==> src/sv/b64d_pkg.sv <==
package b64d_pkg;

  // Result kinds
  localparam logic [1:0] KIND_DATA = 2'd0;
  localparam logic [1:0] KIND_DONE = 2'd1;
  localparam logic [1:0] KIND_ERR  = 2'd2;

  // Register indexes
  localparam int unsigned REG_OUT_CAPACITY = 0;

  localparam logic [15:0] CAPACITY_RESET = 16'hFFFF;

  // Character codes with special meaning
  localparam logic [7:0] CHAR_PAD   = 8'h3D;  // '='
  localparam logic [7:0] CHAR_SPACE = 8'h20;
  localparam logic [7:0] CHAR_TAB   = 8'h09;
  localparam logic [7:0] CHAR_CR    = 8'h0D;
  localparam logic [7:0] CHAR_LF    = 8'h0A;

  localparam logic [5:0] SEXTET_PLUS  = 6'd62;
  localparam logic [5:0] SEXTET_SLASH = 6'd63;
  localparam logic [5:0] SEXTET_LOWER = 6'd26;
  localparam logic [5:0] SEXTET_DIGIT = 6'd52;

  // One result item
  typedef struct packed {
    logic [7:0]  out_byte;
    logic [1:0]  kind;
    logic [15:0] byte_count;
    logic        last;
  } result_t;

  // Alphabet lookup: valid flag in bit 6, sextet in bits 5:0
  function automatic logic [6:0] map_sextet(input logic [7:0] ch);
    logic [6:0] res;
    res = 7'd0;
    if (ch >= 8'h41 && ch <= 8'h5A) begin
      res = {1'b1, 6'(ch - 8'h41)};
    end else if (ch >= 8'h61 && ch <= 8'h7A) begin
      res = {1'b1, 6'(ch - 8'h61) + SEXTET_LOWER};
    end else if (ch >= 8'h30 && ch <= 8'h39) begin
      res = {1'b1, 6'(ch - 8'h30) + SEXTET_DIGIT};
    end else if (ch == 8'h2B) begin
      res = {1'b1, SEXTET_PLUS};
    end else if (ch == 8'h2F) begin
      res = {1'b1, SEXTET_SLASH};
    end
    return res;
  endfunction

endpackage

==> src/sv/base64_stream_decoder_core.sv <==
// Base64 stream decoder (standard alphabet). One character is taken per request; whitespace is
// skipped, each group of four sextets yields three data bytes, '=' stops decoding, and the
// end-of-text request flushes a tail of two or three sextets, then reports finish or error with
// the byte count and re-arms, or only re-arms after an error. The input side takes one request
// per cycle; the decoded results of a request go into a three-entry pending buffer and leave
// through the output register at one result per cycle while the output is not stalled; the
// input stalls only while earlier results still wait in the pending buffer. The output capacity
// register (APB, byte address 0, reset 65535) limits the decoded bytes of one text; write it only
// while the block is idle.
module base64_stream_decoder_core (
  input  logic        clk_i,
  input  logic        rst_ni,
  // character input
  input  logic        in_valid_i,
  output logic        in_stall_o,
  input  logic [7:0]  char_code_i,
  input  logic        end_of_text_i,
  // result output
  output logic        out_valid_o,
  input  logic        out_stall_i,
  output logic [7:0]  out_byte_o,
  output logic [1:0]  kind_o,
  output logic [15:0] byte_count_o,
  output logic        last_o,
  // configuration
  input  logic        psel,
  input  logic        penable,
  input  logic        pwrite,
  input  logic [2:0]  paddr,
  input  logic [31:0] pwdata,
  output logic [31:0] prdata,
  output logic        pready
);

  typedef enum logic [1:0] {
    PH_DECODE = 2'd0,
    PH_STOP   = 2'd1,
    PH_ERROR  = 2'd2
  } phase_e;

  logic [15:0] capacity_q;
  logic [5:0]  store_q [3];
  logic [5:0]  store_d [3];
  logic [1:0]  scount_q, scount_d;
  logic [15:0] bytes_q, bytes_d;
  phase_e      phase_q, phase_d;

  b64d_pkg::result_t pend_q [3];
  b64d_pkg::result_t pend_d [3];
  logic [1:0]  pend_cnt_q, pend_cnt_d;
  logic [1:0]  new_cnt;

  b64d_pkg::result_t out_q;
  logic        out_valid_q;

  logic        out_free, accept, cfg_write, reg_sel;

  // Config port
  assign pready    = 1'b1;
  assign reg_sel   = (paddr[2] == 1'(b64d_pkg::REG_OUT_CAPACITY));
  assign cfg_write = psel && penable && pwrite && reg_sel;
  assign prdata    = reg_sel ? {16'd0, capacity_q} : 32'd0;

  // Handshake
  assign out_free   = !out_valid_q || !out_stall_i;
  assign in_stall_o = !((pend_cnt_q == 2'd0) || ((pend_cnt_q == 2'd1) && out_free));
  assign accept     = in_valid_i && !in_stall_o;

  // Decode one request against current state
  always_comb begin
    logic [6:0]  map;
    logic [16:0] sum3;
    logic [15:0] cnt;
    logic        failed;
    logic [7:0]  b0, b1, b2;
    logic        ws;
    b64d_pkg::result_t r;

    map    = b64d_pkg::map_sextet(char_code_i);
    sum3   = {1'b0, bytes_q} + 17'd3;
    cnt    = bytes_q;
    failed = 1'b0;
    ws     = (char_code_i == b64d_pkg::CHAR_SPACE) || (char_code_i == b64d_pkg::CHAR_TAB) ||
             (char_code_i == b64d_pkg::CHAR_CR) || (char_code_i == b64d_pkg::CHAR_LF);
    b0     = {store_q[0], store_q[1][5:4]};
    b1     = {store_q[1][3:0], store_q[2][5:2]};
    b2     = {store_q[2][1:0], map[5:0]};

    store_d  = store_q;
    scount_d = scount_q;
    bytes_d  = bytes_q;
    phase_d  = phase_q;
    new_cnt  = 2'd0;
    r        = '0;
    for (int i = 0; i < 3; i++) begin
      pend_d[i] = r;
    end

    if (end_of_text_i) begin
      // flush tail, then finish or error
      if (phase_q != PH_ERROR) begin
        if (scount_q >= 2'd2) begin
          if (cnt >= capacity_q) begin
            failed = 1'b1;
          end else begin
            cnt = cnt + 16'd1;
            pend_d[new_cnt] = '{out_byte: b0, kind: b64d_pkg::KIND_DATA,
                                byte_count: cnt, last: 1'b0};
            new_cnt = new_cnt + 2'd1;
          end
        end
        if (!failed && scount_q == 2'd3) begin
          if (cnt >= capacity_q) begin
            failed = 1'b1;
          end else begin
            cnt = cnt + 16'd1;
            pend_d[new_cnt] = '{out_byte: b1, kind: b64d_pkg::KIND_DATA,
                                byte_count: cnt, last: 1'b0};
            new_cnt = new_cnt + 2'd1;
          end
        end
        pend_d[new_cnt] = '{out_byte: 8'd0,
                            kind: failed ? b64d_pkg::KIND_ERR : b64d_pkg::KIND_DONE,
                            byte_count: cnt, last: 1'b1};
        new_cnt = new_cnt + 2'd1;
      end
      scount_d = 2'd0;
      bytes_d  = 16'd0;
      phase_d  = PH_DECODE;
    end else if (phase_q == PH_DECODE && !ws) begin
      if (char_code_i == b64d_pkg::CHAR_PAD) begin
        phase_d = PH_STOP;
      end else if (!map[6]) begin
        // bad character
        phase_d   = PH_ERROR;
        pend_d[0] = '{out_byte: 8'd0, kind: b64d_pkg::KIND_ERR, byte_count: bytes_q, last: 1'b1};
        new_cnt   = 2'd1;
      end else if (scount_q != 2'd3) begin
        case (scount_q)
          2'd0:    store_d[0] = map[5:0];
          2'd1:    store_d[1] = map[5:0];
          default: store_d[2] = map[5:0];
        endcase
        scount_d = scount_q + 2'd1;
      end else if (sum3 > {1'b0, capacity_q}) begin
        // group overflow
        phase_d   = PH_ERROR;
        pend_d[0] = '{out_byte: 8'd0, kind: b64d_pkg::KIND_ERR, byte_count: bytes_q, last: 1'b1};
        new_cnt   = 2'd1;
      end else begin
        pend_d[0] = '{out_byte: b0, kind: b64d_pkg::KIND_DATA,
                      byte_count: bytes_q + 16'd1, last: 1'b0};
        pend_d[1] = '{out_byte: b1, kind: b64d_pkg::KIND_DATA,
                      byte_count: bytes_q + 16'd2, last: 1'b0};
        pend_d[2] = '{out_byte: b2, kind: b64d_pkg::KIND_DATA,
                      byte_count: sum3[15:0], last: 1'b0};
        new_cnt   = 2'd3;
        bytes_d   = sum3[15:0];
        scount_d  = 2'd0;
      end
    end
  end

  // Pending count: load on request, drain one per output move
  always_comb begin
    pend_cnt_d = pend_cnt_q;
    if (accept) begin
      pend_cnt_d = new_cnt;
    end else if (out_free && pend_cnt_q != 2'd0) begin
      pend_cnt_d = pend_cnt_q - 2'd1;
    end
  end

  // Control state
  always_ff @(posedge clk_i or negedge rst_ni) begin
    if (!rst_ni) begin
      capacity_q  <= b64d_pkg::CAPACITY_RESET;
      scount_q    <= 2'd0;
      bytes_q     <= 16'd0;
      phase_q     <= PH_DECODE;
      pend_cnt_q  <= 2'd0;
      out_valid_q <= 1'b0;
    end else begin
      if (cfg_write) begin
        capacity_q <= pwdata[15:0];
      end
      if (accept) begin
        scount_q <= scount_d;
        bytes_q  <= bytes_d;
        phase_q  <= phase_d;
      end
      pend_cnt_q <= pend_cnt_d;
      if (out_free) begin
        out_valid_q <= (pend_cnt_q != 2'd0);
      end
    end
  end

  // Payload: sextet store, pending buffer, output register
  always_ff @(posedge clk_i) begin
    if (accept) begin
      store_q <= store_d;
      pend_q  <= pend_d;
    end else if (out_free && pend_cnt_q != 2'd0) begin
      pend_q[0] <= pend_q[1];
      pend_q[1] <= pend_q[2];
    end
    if (out_free) begin
      out_q <= pend_q[0];
    end
  end

  assign out_valid_o  = out_valid_q;
  assign out_byte_o   = out_q.out_byte;
  assign kind_o       = out_q.kind;
  assign byte_count_o = out_q.byte_count;
  assign last_o       = out_q.last;

endmodule
==> config.mk <==
export PLATFORM = sky130hd
export DESIGN_NAME = base64_stream_decoder_core
export DESIGN_NICKNAME = d
export VERILOG_FILES = /design/src/sv/b64d_pkg.sv /design/src/sv/base64_stream_decoder_core.sv
export SDC_FILE = /design/constraint.sdc
export NUM_CORES = 1
export LEC_CHECK = 0
export BUFFER_PORTS_ARGS = -buffer_cell sky130_fd_sc_hd__buf_2
export CAP_MARGIN = 5
export CORE_MARGIN = 8
export CORE_UTILIZATION = 45
export DETAILED_ROUTE_END_ITERATION = 6
export SYNTH_ARGS = -nofsm -noshare
export SYNTH_HDL_FRONTEND = slang
export SYNTH_SLANG_ARGS = --single-unit
==> constraint.sdc <==
create_clock -name clk_i -period 7.8 [get_ports clk_i]
set_input_delay 0.78 -clock clk_i [delete_from_list [all_inputs] [get_ports clk_i]]
set_output_delay 0.78 -clock clk_i [all_outputs]
set_load 0.005 [all_outputs]
==> After elaboration in Yosys (flattened, before gate mapping) <==
Index checks and enable logic that the tools add are counted.
{ "totals": {"reg_bits": 165, "latchBits": 0, "ram_bits": 0, "romBits": 0, "in_bits": 51, "output_inout_bits": 62, "word_cells": 196, "n_memories": 0} }
{ "op_classes": {"add_sub_neg": 13, "mul": 0, "div_mod_pow": 0, "n_lt_le_gt_ge": 14, "eq_ne": 18, "n_shift": 0, "n_mux": 83, "bitwise_logic": 6, "n_reduce_logical": 37} }
{ "ops": {"columns": ["op", "count"], "rows": [
  ["$mux W81", 9],
  ["$mux W16", 15],
  ["$mux W27", 8],
  ["$mux W54", 4],
  ["$bwmux W81", 2],
  ["$demux W27 S2", 2],
  ["$mux W2", 28],
  ["$mux W7", 5],
  ["$add A16 B1 Y16 const B", 2],
  ["$eq A8 B6 Y1 const B", 4],
  ["$ge A16 B16 Y1", 2],
  ["$eq A8 B4 Y1 const B", 3],
  ["$reduce_and A7 Y1", 3],
  ["$add A16 B2 Y17 const B", 1],
  ["$gt A17 B16 Y1", 1],
  ["$add A16 B2 Y16 const B", 1],
  ["$ge A8 B7 Y1 const B", 2],
  ["$le A8 B7 Y1 const B", 2],
  ["$logic_and A1 B1 Y1", 13],
  ["$sub A6 B6 Y6 const B", 2],
  ["$mux W1", 10],
  ["$ne A2 B2 Y1 const B", 5],
  ["$ge A8 B6 Y1 const B", 1],
  ["$le A8 B6 Y1 const B", 1],
  ["23 further kinds", 45]
]} }

==> Longest topological paths before layout <==
Gate-level depths: netlist of run 1.
{ "depth": {"word_depth": 19, "ltp_mapped": 32, "depth_no_buf": 27} }

==> Worst setup path after synthesis of run 1 <==
OpenSTA, ideal clock, no wires.
{ "synth_path": {"path_type": "flip-flop to flip-flop", "from": "register capacity_q[14]", "to": "register pend_q[55] (netlist name) (data pin)", "setup_time_ps": 255, "arrival_time_ps": 5418, "required_time_ps": 7545, "path_slack_ps": 2127, "path_stages_with_launch": 29, "path_buffers": 4, "synth_period_minus_slack_ps": 5673, "cell_sequence": "dfstp_2 -> inv_1 -> ha_1 -> nand4_1 -> or3_1 -> a311o_1 -> buf_2 -> and4_1 -> ha_1 -> nand2_1 -> a21boi_0 -> inv_1 -> ha_1 -> nor2b_1 -> o21ai_0 -> a41oi_1 -> o21a_1 -> clkbuf_1 -> ha_1 -> nand2_1 -> o21ai_0 -> nand2_1 -> ha_1 -> clkbuf_1 -> clkbuf_1 -> nor3b_1 -> a221oi_1 -> o221ai_1 -> o21a_1"} }
{ "synth_via": {"elab_chain_cells": 19, "elab_cells_between_ends": 57, "classes_between": "add/sub (2); order compare (7); mux (42); bitwise (2); reduce/logical (4)"} }
{ "synth_rtl": {"columns": ["item", "line_no", "rtl"], "rows": [
  ["start: declaration", "base64_stream_decoder_core.sv:41", "logic [15:0] capacity_q;"],
  ["start signal: assignment", "base64_stream_decoder_core.sv:177", "capacity_q <= b64d_pkg::CAPACITY_RESET;"],
  ["start signal: assignment", "base64_stream_decoder_core.sv:185", "capacity_q <= pwdata[15:0];"],
  ["$ge A16 B16 Y1", "base64_stream_decoder_core.sv:103", "if (cnt >= capacity_q) begin"],
  ["$mux W16 or $mux W1 (tied branches)", "base64_stream_decoder_core.sv:103", null],
  ["$mux W16 or $mux W1 (tied branches)", "base64_stream_decoder_core.sv:102", "if (scount_q >= 2'd2) begin"],
  ["$mux W16 (tied with other cells)", "base64_stream_decoder_core.sv:101", "if (phase_q != PH_ERROR) begin"],
  ["$mux W16 (tied with other cells)", "base64_stream_decoder_core.sv:99", "if (end_of_text_i) begin"],
  ["$ge A16 B16 Y1 (tied with other cells)", "base64_stream_decoder_core.sv:113", "if (cnt >= capacity_q) begin"],
  ["$mux W2 (tied with other cells)", "base64_stream_decoder_core.sv:113", null],
  ["$mux W2 or $logic_and A1 B1 Y1 (tied branches)", "base64_stream_decoder_core.sv:112, base64_stream_decoder_core.sv:117", null],
  ["[3 not listed]", null, null],
  ["$ge A3 B3 Y1 (not written as such) (tied with other cells)", "base64_stream_decoder_core.sv:122", "pend_d[new_cnt] = '{out_byte: 8'd0,"],
  ["$logic_and A1 B1 Y1 (not written as such) or $mux W81 (tied branches)", "base64_stream_decoder_core.sv:122, base64_stream_decoder_core.sv:112", null],
  ["$mux W27 or $mux W81 (tied branches)", "base64_stream_decoder_core.sv:123, base64_stream_decoder_core.sv:101", null],
  ["$demux W27 S2 or $mux W81 (tied branches)", "base64_stream_decoder_core.sv:122, base64_stream_decoder_core.sv:99", null],
  ["$bwmux W81", "base64_stream_decoder_core.sv:122", null],
  ["$mux W81", "base64_stream_decoder_core.sv:101", null],
  ["$mux W81 *", "base64_stream_decoder_core.sv:99", null],
  ["$mux W54 *", "base64_stream_decoder_core.sv:201", "if (accept) begin"],
  ["end signal: assignment", "base64_stream_decoder_core.sv:203", "pend_q <= pend_d;"],
  ["end: declaration", "base64_stream_decoder_core.sv:48", "b64d_pkg::result_t pend_q [3];"]
]} }
Mark *: on every way between the ends. The rest lies on a longest branch, timed or not. The select of a mux whose other input is x is not followed.
A chain may end at the register's enable or synchronous reset.

==> Final worst setup path of run 1 <==
{ "layout_path": {"from": "register bytes_q[12]", "to": "register pend_q[34] (netlist name) (data pin)"} }
{ "layout_via": {"elab_chain_cells": 19, "elab_cells_between_ends": 55, "classes_between": "add/sub (4); order compare (7); mux (38); bitwise (2); reduce/logical (4)"} }
{ "layout_rtl": {"columns": ["item", "line_no", "rtl"], "rows": [
  ["start: declaration", "base64_stream_decoder_core.sv:45", "logic [15:0] bytes_q, bytes_d;"],
  ["start signal: assignment", "base64_stream_decoder_core.sv:189", "bytes_q <= bytes_d;"],
  ["$add A16 B1 Y16 or $ge A16 B16 Y1 (tied branches)", "base64_stream_decoder_core.sv:106, base64_stream_decoder_core.sv:103", null],
  ["$mux W16 or $mux W1 (tied branches)", "base64_stream_decoder_core.sv:103", null],
  ["$mux W16 or $mux W1 (tied branches)", "base64_stream_decoder_core.sv:102", null],
  ["$mux W16 (tied with other cells)", "base64_stream_decoder_core.sv:101", null],
  ["$mux W16 (tied with other cells)", "base64_stream_decoder_core.sv:99", null],
  ["$ge A16 B16 Y1 (tied with other cells)", "base64_stream_decoder_core.sv:113", null],
  ["$mux W2 (tied with other cells)", "base64_stream_decoder_core.sv:113", null],
  ["$mux W2 or $logic_and A1 B1 Y1 (tied branches)", "base64_stream_decoder_core.sv:112, base64_stream_decoder_core.sv:117", null],
  ["[3 not listed]", null, null],
  ["$ge A3 B3 Y1 (not written as such) (tied with other cells)", "base64_stream_decoder_core.sv:122", null],
  ["$logic_and A1 B1 Y1 (not written as such) or $mux W81 (tied branches)", "base64_stream_decoder_core.sv:122, base64_stream_decoder_core.sv:112", null],
  ["$mux W27 or $mux W81 (tied branches)", "base64_stream_decoder_core.sv:123, base64_stream_decoder_core.sv:101", null],
  ["$demux W27 S2 or $mux W81 (tied branches)", "base64_stream_decoder_core.sv:122, base64_stream_decoder_core.sv:99", null],
  ["$bwmux W81", "base64_stream_decoder_core.sv:122", null],
  ["$mux W81", "base64_stream_decoder_core.sv:101", null],
  ["$mux W81 *", "base64_stream_decoder_core.sv:99", null],
  ["$mux W54 *", "base64_stream_decoder_core.sv:201", null]
]} }
Marked as above.

==> results of run 1 <==
-- worst paths after layout --
path,startpoint,endpoint,slack [ps],cells after the start
max,bytes_q[12],pend_q[34],1360,26
min,pend_q[59],byte_count_o[4],420,0
max reg2reg,bytes_q[12],pend_q[34],1360,26
min reg2reg,pend_q[59],byte_count_o[4],420,0
max in group asynchronous,rst_ni,bytes_q[2],6630,1
min in group asynchronous,rst_ni,bytes_q[15],510,1
-- layer usage --
| layer | global-route usage [%] | vias to the layer above | wire length [um] |
|---|---|---|---|
| met2 | 31.6 | 481 | 14000 |
| met3 | 4.29 | 81 | 2920 |
| met5 | 0 | - | 0 |
| met4 | 8.87 | 0 | 1120 |
| li1 | - | 4525 | - |
| met1 | 31.2 | 4463 | 15300 |
-- cell usage after synthesis, types with 17 or more instances --
master	count	area share, %
edfxtp_1	126	33
a221oi_1	17	1.3
nor3_1	27	1.2
nand2_1	105	3.4
ha_1	75	8.2
o31ai_1	19	1.2
xor2_1	19	1.5
dfrtp_1	23	5.0
buf_4	17	1.1
nor2_1	132	4.3
nand3_1	28	1.2
o21ai_0	49	2.1
a21oi_1	55	2.4
xnor2_1	55	4.2
inv_1	61	2.0
clkbuf_1	49	1.6
mux2_2	20	2.0
o21ai_1	23	1.0
-- registers in the layout (all words and copies together), names as in the netlist --
name / count
bytes_q: 16
byte_count_o: 16
kind_o: 2
store_q: 18
capacity_q: 16
out_valid_o: 1
scount_q: 2
phase_q: 2
last_o: 1
pend_q: 81
out_byte_o: 8
pend_cnt_q: 2
-- through the flow --
stage / utilization, % / cell area [um2] / worst slack [ps]
6_report: 50.6 / 12700 / 1360
5_1_grt: 50.6 / 12700 / 867
3_3_place_gp: 48.1 / 12100 / 1460
2_1_floorplan: - / 11500 / 2130
3_5_place_dp: 48.1 / 12100 / 1420
4_1_cts: 50.6 / 12700 / 1380
-- cells by family after synthesis --
family / after synthesis
compound gates: 309
xor+xnor: 75
fa+ha+maj: 75
buf+inv: 161
flops: 165
mux: 24
other cells: 2
simple gates: 402
-- worst reg2reg max path: stages, from the launching register on --
cell      delay [ps]
dfrtp_1          590
ha_1             390
nand4_1          150
or3_1            440
a311o_1          480
and4_1           260
ha_1             270
nand2_1           60
a21boi_0         330
inv_1            240
ha_1             330
nor2b_1           40
o21ai_0          180
a41oi_1          140
o21a_1           270
ha_1             310
nand2_1           60
o21ai_0           80
nand2_1          180
inv_1             60
ha_1             210
and2_1           190
buf_4            170
nor3_1           170
xor2_1           100
a221oi_1         390
nor2_1            70
-- power groups by stage --
stage	sequential (W)	combinational, W	clock [W]
after floorplan	0.00146	0.000982	0
after global placement	0.00148	0.00148	0
after detailed placement	0.00149	0.00150	0
after CTS	0.00147	0.00151	0.000921
after global routing	0.00150	0.00168	0.000955
final	0.00147	0.00153	0.000902
-- final cells by class --
| type | instances | area [um2] | area share, % |
|---|---|---|---|
| Inverter | 63 | 236 | 1.86 |
| Clock inverter | 15 | 214 | 1.68 |
| Sequential cell | 165 | 4780 | 37.6 |
| Multi-Input combinational cell | 902 | 6020 | 47.3 |
| Tap cell | 330 | 413 | 3.25 |
| Clock buffer | 17 | 425 | 3.35 |
| Timing Repair Buffer | 109 | 626 | 4.92 |
==> reports/summary.txt, run 1 <==
status = complete, no violations
Setup CP Type = reg2reg
Overall Global Routing Usage = 21.8%
drt drc = 0
Final nets = 1384
Crit Path Max Fanout = 15
Die H = 176 um
Synth Register Bits = 165
Routability Congestion = 0.966
Buf/Inv on CP = 3
fmax = 155 MHz
sequential area share after synthesis = 41.6%
critical path capture point type = flop
DIE AREA = 30900 um2
largest net degree at the start of global routing = 57
fraction of layout cells with a size suffix above 1 = 16.3%
Distinct cells, synth = 90
Startpoint Class = flop
CTS tree = built
Worst-path clk slew = 80 ps
number of fill cells = 2437
first-pass GRT wire length = 53000 um
Vias/cell = 5.97
cell count after synthesis = 1213
first-pass iteration count of the detailed router = 5
Post-synth top flop = edfxtp_1
Synth warnings = 0
Logic pwr share = 39.2%
# clock sinks = 165
Slew Viols, Final = 0
Final Hold Vio Count = 0
Initial Utilization = 45.7%
post-synthesis compound-gate area fraction = 18.7%
Routed Antenna Nets = 0
number of I/O pins = 113
register share of total power = 37.7%
TNS Setup = 0 ps
worst slew pin tran = 1340 ps
Hold Slack = 422 ps
initial drt markers = 852
dpl hpwl = 24400 um
RSZ-0062 raised after global routing = no
fraction of synthesized area in multiplexers = 2.31%
Syn Std Cell Area = 11500 um2
simple-gate share of the synthesized area = 16.8%
Die W = 176 um
Total Wirelength = 33300 um
Adder-Cell Fraction of Synth Area = 8.18%
commonest cells after routing, fill and taps aside = nor2_1 (132), edfxtp_1 (126), nand2_1 (105), buf_2 (77), ha_1 (75)
Max H-tree Level = 4
Layout Cells excl Fill = 1601
largest family of logic cells by synthesized area = compound AO/OA/AOI/OAI gates
worst hold path class = reg2reg
Area Overhead vs Synth = 10.8%
Core Region = 25100 um2
XOR/XNOR share of the synthesized area = 5.79%
Top cell by count, worst path = ha_1
PortBufs = 77
switching power = 0.00156 W
most common cell after layout, fill and taps aside = nor2_1
# hold bufs at CTS = 0
Worst path slowest cell = dfrtp_1
clock buffer count from CTS = 17
drt wl/cell = 20.8 um
Placed Cells incl. Taps = 1569
clock skew = 14.0 ps
total congestion overflow = 0
Peak VDD IR = 0.192 mV
pwr/cell area = 307 nW/um2
Clock Latency Late Sink = 440 ps
Resize count post-CTS = 0
Critical Path RT = 7980 ps
switching portion of total power = 39.9%
# diodes = 0
number of buffers added for setup after CTS = 0
crit path time final = 6440 ps
CP max stage delay = 590 ps
clk buf depth = 2
vias post-DR = 9550
leakage power = 5.02 nW
antenna violations before repair = 0
Rows = 58
max-cap violations = 0
Avg Inst Size Synth = 9.46 um2
Worst slew margin = 10.9%
Async SR Flop Fraction = 23.6%
fin crit share = 82.6%
Post-synth EDFFs = 126
Setup Viol. Count Final = 0
clock network power share = 23.1%
Design Power = 0.00390 W
crit path DAT = 6620 ps
CP top delay family = compound AO/OA/AOI/OAI gates
Pint = 0.00234 W
clock root buffer = clkbuf_16
vias in the first global route = 9299
Note: power is estimated with default switching activity, not from simulation.
==> run 2, diff against run 1 <==
--- a/config.mk
+++ b/config.mk
@@ -10,6 +10,7 @@
 export CORE_MARGIN = 8
 export CORE_UTILIZATION = 45
 export DETAILED_ROUTE_END_ITERATION = 6
+export PLACE_DENSITY = 0.66
 export SYNTH_ARGS = -nofsm -noshare
 export SYNTH_HDL_FRONTEND = slang
 export SYNTH_SLANG_ARGS = --single-unit
==> constraint.sdc (replaced) <==
create_clock -name clk_i -period 5.2 [get_ports clk_i]
set_input_delay 0.52 -clock clk_i [delete_from_list [all_inputs] [get_ports clk_i]]
set_output_delay 0.52 -clock clk_i [all_outputs]
set_load 0.005 [all_outputs]
==> run 2 against run 1 <==
- the flow now finishes with violations (negative setup slack)
- die area did not move
- routed wire length rose by 13%
- critical endpoint is now pend_q[56]
- count of clock-buffer cells in the layout did not move
- hold slack got worse by 190 ps
- non-clock buffer count rose by 171
- global-route usage rose by 1.9 points
- clock skew rose by 2.2 ps
- total power rose by 77%
- clock power rose by 52%
==> reports/summary.txt, run 2 (same netlist as run 1, synthesis figures left out) <==
Reg2Reg Depth = 26 (unchanged)
Layout Cells excl Fill = 1772 (+11%)
Setup Viol. Count Final = 30 (+30)
setup ws final = -234 ps (-1590 ps)
crit path DAT = 5590 ps (-1030 ps)
Setup CP Type = reg2reg
met1 wire length = 17000 um (+11%)
WL met2 = 16000 um (+14%)
Total Wirelength = 37700 um (+13%)
fmax = 184 MHz (+19%)
clock buffer count from CTS = 17 (unchanged)
Critical Path RT = 5360 ps (-2620 ps)
Final Hold Vio Count = 0 (unchanged)
pwr/cell area = 465 nW/um2 (+52%)
first-pass iteration count of the detailed router = 7 (+2)
leakage power = 6.07 nW (+21%)
Worst R2R Start = capacity_q[14]
Peak VDD IR = 0.299 mV (+56%)
Max H-tree Level = 4 (unchanged)
Largest register FFs = 81 (unchanged)
DIE AREA = 30900 um2 (unchanged)
worst slew pin tran = 1040 ps (-299 ps)
clk buf depth = 2 (unchanged)
Routability Congestion = 0.994 (+2.9%)
fin area = 14900 um2 (+17%)
# diodes = 0 (unchanged)
Die H = 176 um (unchanged)
# hold bufs at CTS = 0 (unchanged)
Vias/cell = 5.93 (-0.65%)
fraction of layout cells with a size suffix above 1 = 33.1% (+17 points)
RSZ-0062 raised after global routing = yes
Worst R2R Setup Slack = -230 ps (-1590 ps)
initial drt markers = 1282 (+50%)
vias post-DR = 10500 (+10%)
drt wl/cell = 21.2 um (+2.0%)
Worst-path clk slew = 90 ps (about the same)
Routed Antenna Nets = 0 (unchanged)
worst hold path class = in2async
Area Overhead vs Synth = 29.4%
post-place instance area = 13100 um2 (+8.4%)
clock root buffer = clkbuf_16
status = finished, violations left
Slew Viols, Final = 0 (unchanged)
critical path startpoint = capacity_q[14]
TNS Setup = -1760 ps (-1760 ps)
Regs by FF count = pend_q (81), store_q (18)
critical path capture point type = flop
violated checks = negative setup slack
CTS tree = built
Startpoint Class = flop
commonest cells after routing, fill and taps aside = buf_4 (175), edfxtp_1 (126), nor2_1 (124), nand2_1 (96), buf_2 (77)
max layer used = met4
fin crit share = 104% (+22 points)
antenna violations before repair = 0 (unchanged)
number of I/O pins = 113 (unchanged)
first-pass GRT wire length = 57600 um (+8.6%)
Die W = 176 um (unchanged)
Core Region = 25100 um2 (unchanged)
Final nets = 1555 (+12%)
crit path time final = 5430 ps (-1010 ps)
Placed Cells incl. Taps = 1695 (+8.0%)
clock skew = 16.1 ps (+2.19 ps)
vias in the first global route = 10100 (+8.4%)
largest net degree at the start of global routing = 52 (-8.8%)
most common cell after layout, fill and taps aside = buf_4
Clock Latency Late Sink = 450 ps (about the same)
dpl hpwl = 26900 um (+10%)
fin util = 59.2% (+8.5 points)
total congestion overflow = 0 (unchanged)
PortBufs = 77 (unchanged)
routed length on met3 = 3530 um (+21%)
Rows = 58 (unchanged)
r2r endpoint = pend_q[56]
# clock sinks = 165 (unchanged)
Largest Register = pend_q
drt drc = 0 (unchanged)
Initial Utilization = 45.7% (unchanged)
Overall Global Routing Usage = 23.7% (+1.9 points)
Worst slew margin = 30.6% (+20 points)
max-cap violations = 0 (unchanged)
Design Power = 0.00690 W (+77%)
Crit Path Max Fanout = 7 (-8)
==> run 2: how the worst max path moves through the flow <==
stage	end	slack (ps)	cells after the start
after global placement	pend_q[43]	-390	27
final	pend_q[56]	-230	26
after CTS	pend_q[56]	-290	26
after floorplan	pend_q[42]	3	29
after global routing	pend_q[56]	-420	26
after detailed placement	pend_q[43]	-500	27
==> run 2: layout make-up <==
type	instances	area, um2
Tap cell	330	413
Fill cell	2134	10300
Multi-Input combinational cell	902	6710
Clock buffer	17	425
Inverter	63	239
Sequential cell	165	4780
Timing Repair Buffer	280	2070
Clock inverter	15	218
==> run 2: repair_timing <==
action                                  4_1_cts  5_1_grt
endpoints found under the setup margin       46       78
pin swaps                                    51       44
buffers inserted                             36       15
gates cloned                                  1        1
gates resized for setup                      67       93
==> run 2: worst max-delay path, cell delays in order (launching register included) <==
cell,delay (ps)
dfstp_2,550
inv_2,50
ha_4,260
nand4_1,160
or3_4,380
a311o_1,350
nand3_4,140
buf_6,130
nor2_1,60
xnor2_1,250
inv_2,100
ha_4,290
nand2_2,70
nor2_4,140
o2111ai_2,120
o21a_2,290
ha_4,280
nand2_2,50
o21ai_2,90
nand2_2,100
ha_4,200
buf_8,130
and2_4,140
o21bai_1,150
o2bb2ai_1,130
a222oi_1,360
o21ai_1,180
==> run 2: where the power goes <==
group / internal, W / switching, W / total, W
registers: 0.00204 / 0.000128 / 0.00217
clock network: 0.000676 / 0.000699 / 0.00137
logic: 0.00143 / 0.00193 / 0.00335
total: 0.00415 / 0.00276 / 0.00690
==> run 2: per-layer routing <==
layer,GRT usage [%],vias to the layer above
met5,0,-
met4,7.74,0
met3,3.99,82
met2,35.0,563
met1,34.6,5003
li1,-,4853
==> run 2: through the flow <==
step	worst slack (ps)	hold slack, ps
floorplan	2.79	224
global placement	-390	400
detailed placement	-497	405
CTS	-295	249
global route	-417	283
finish	-234	237
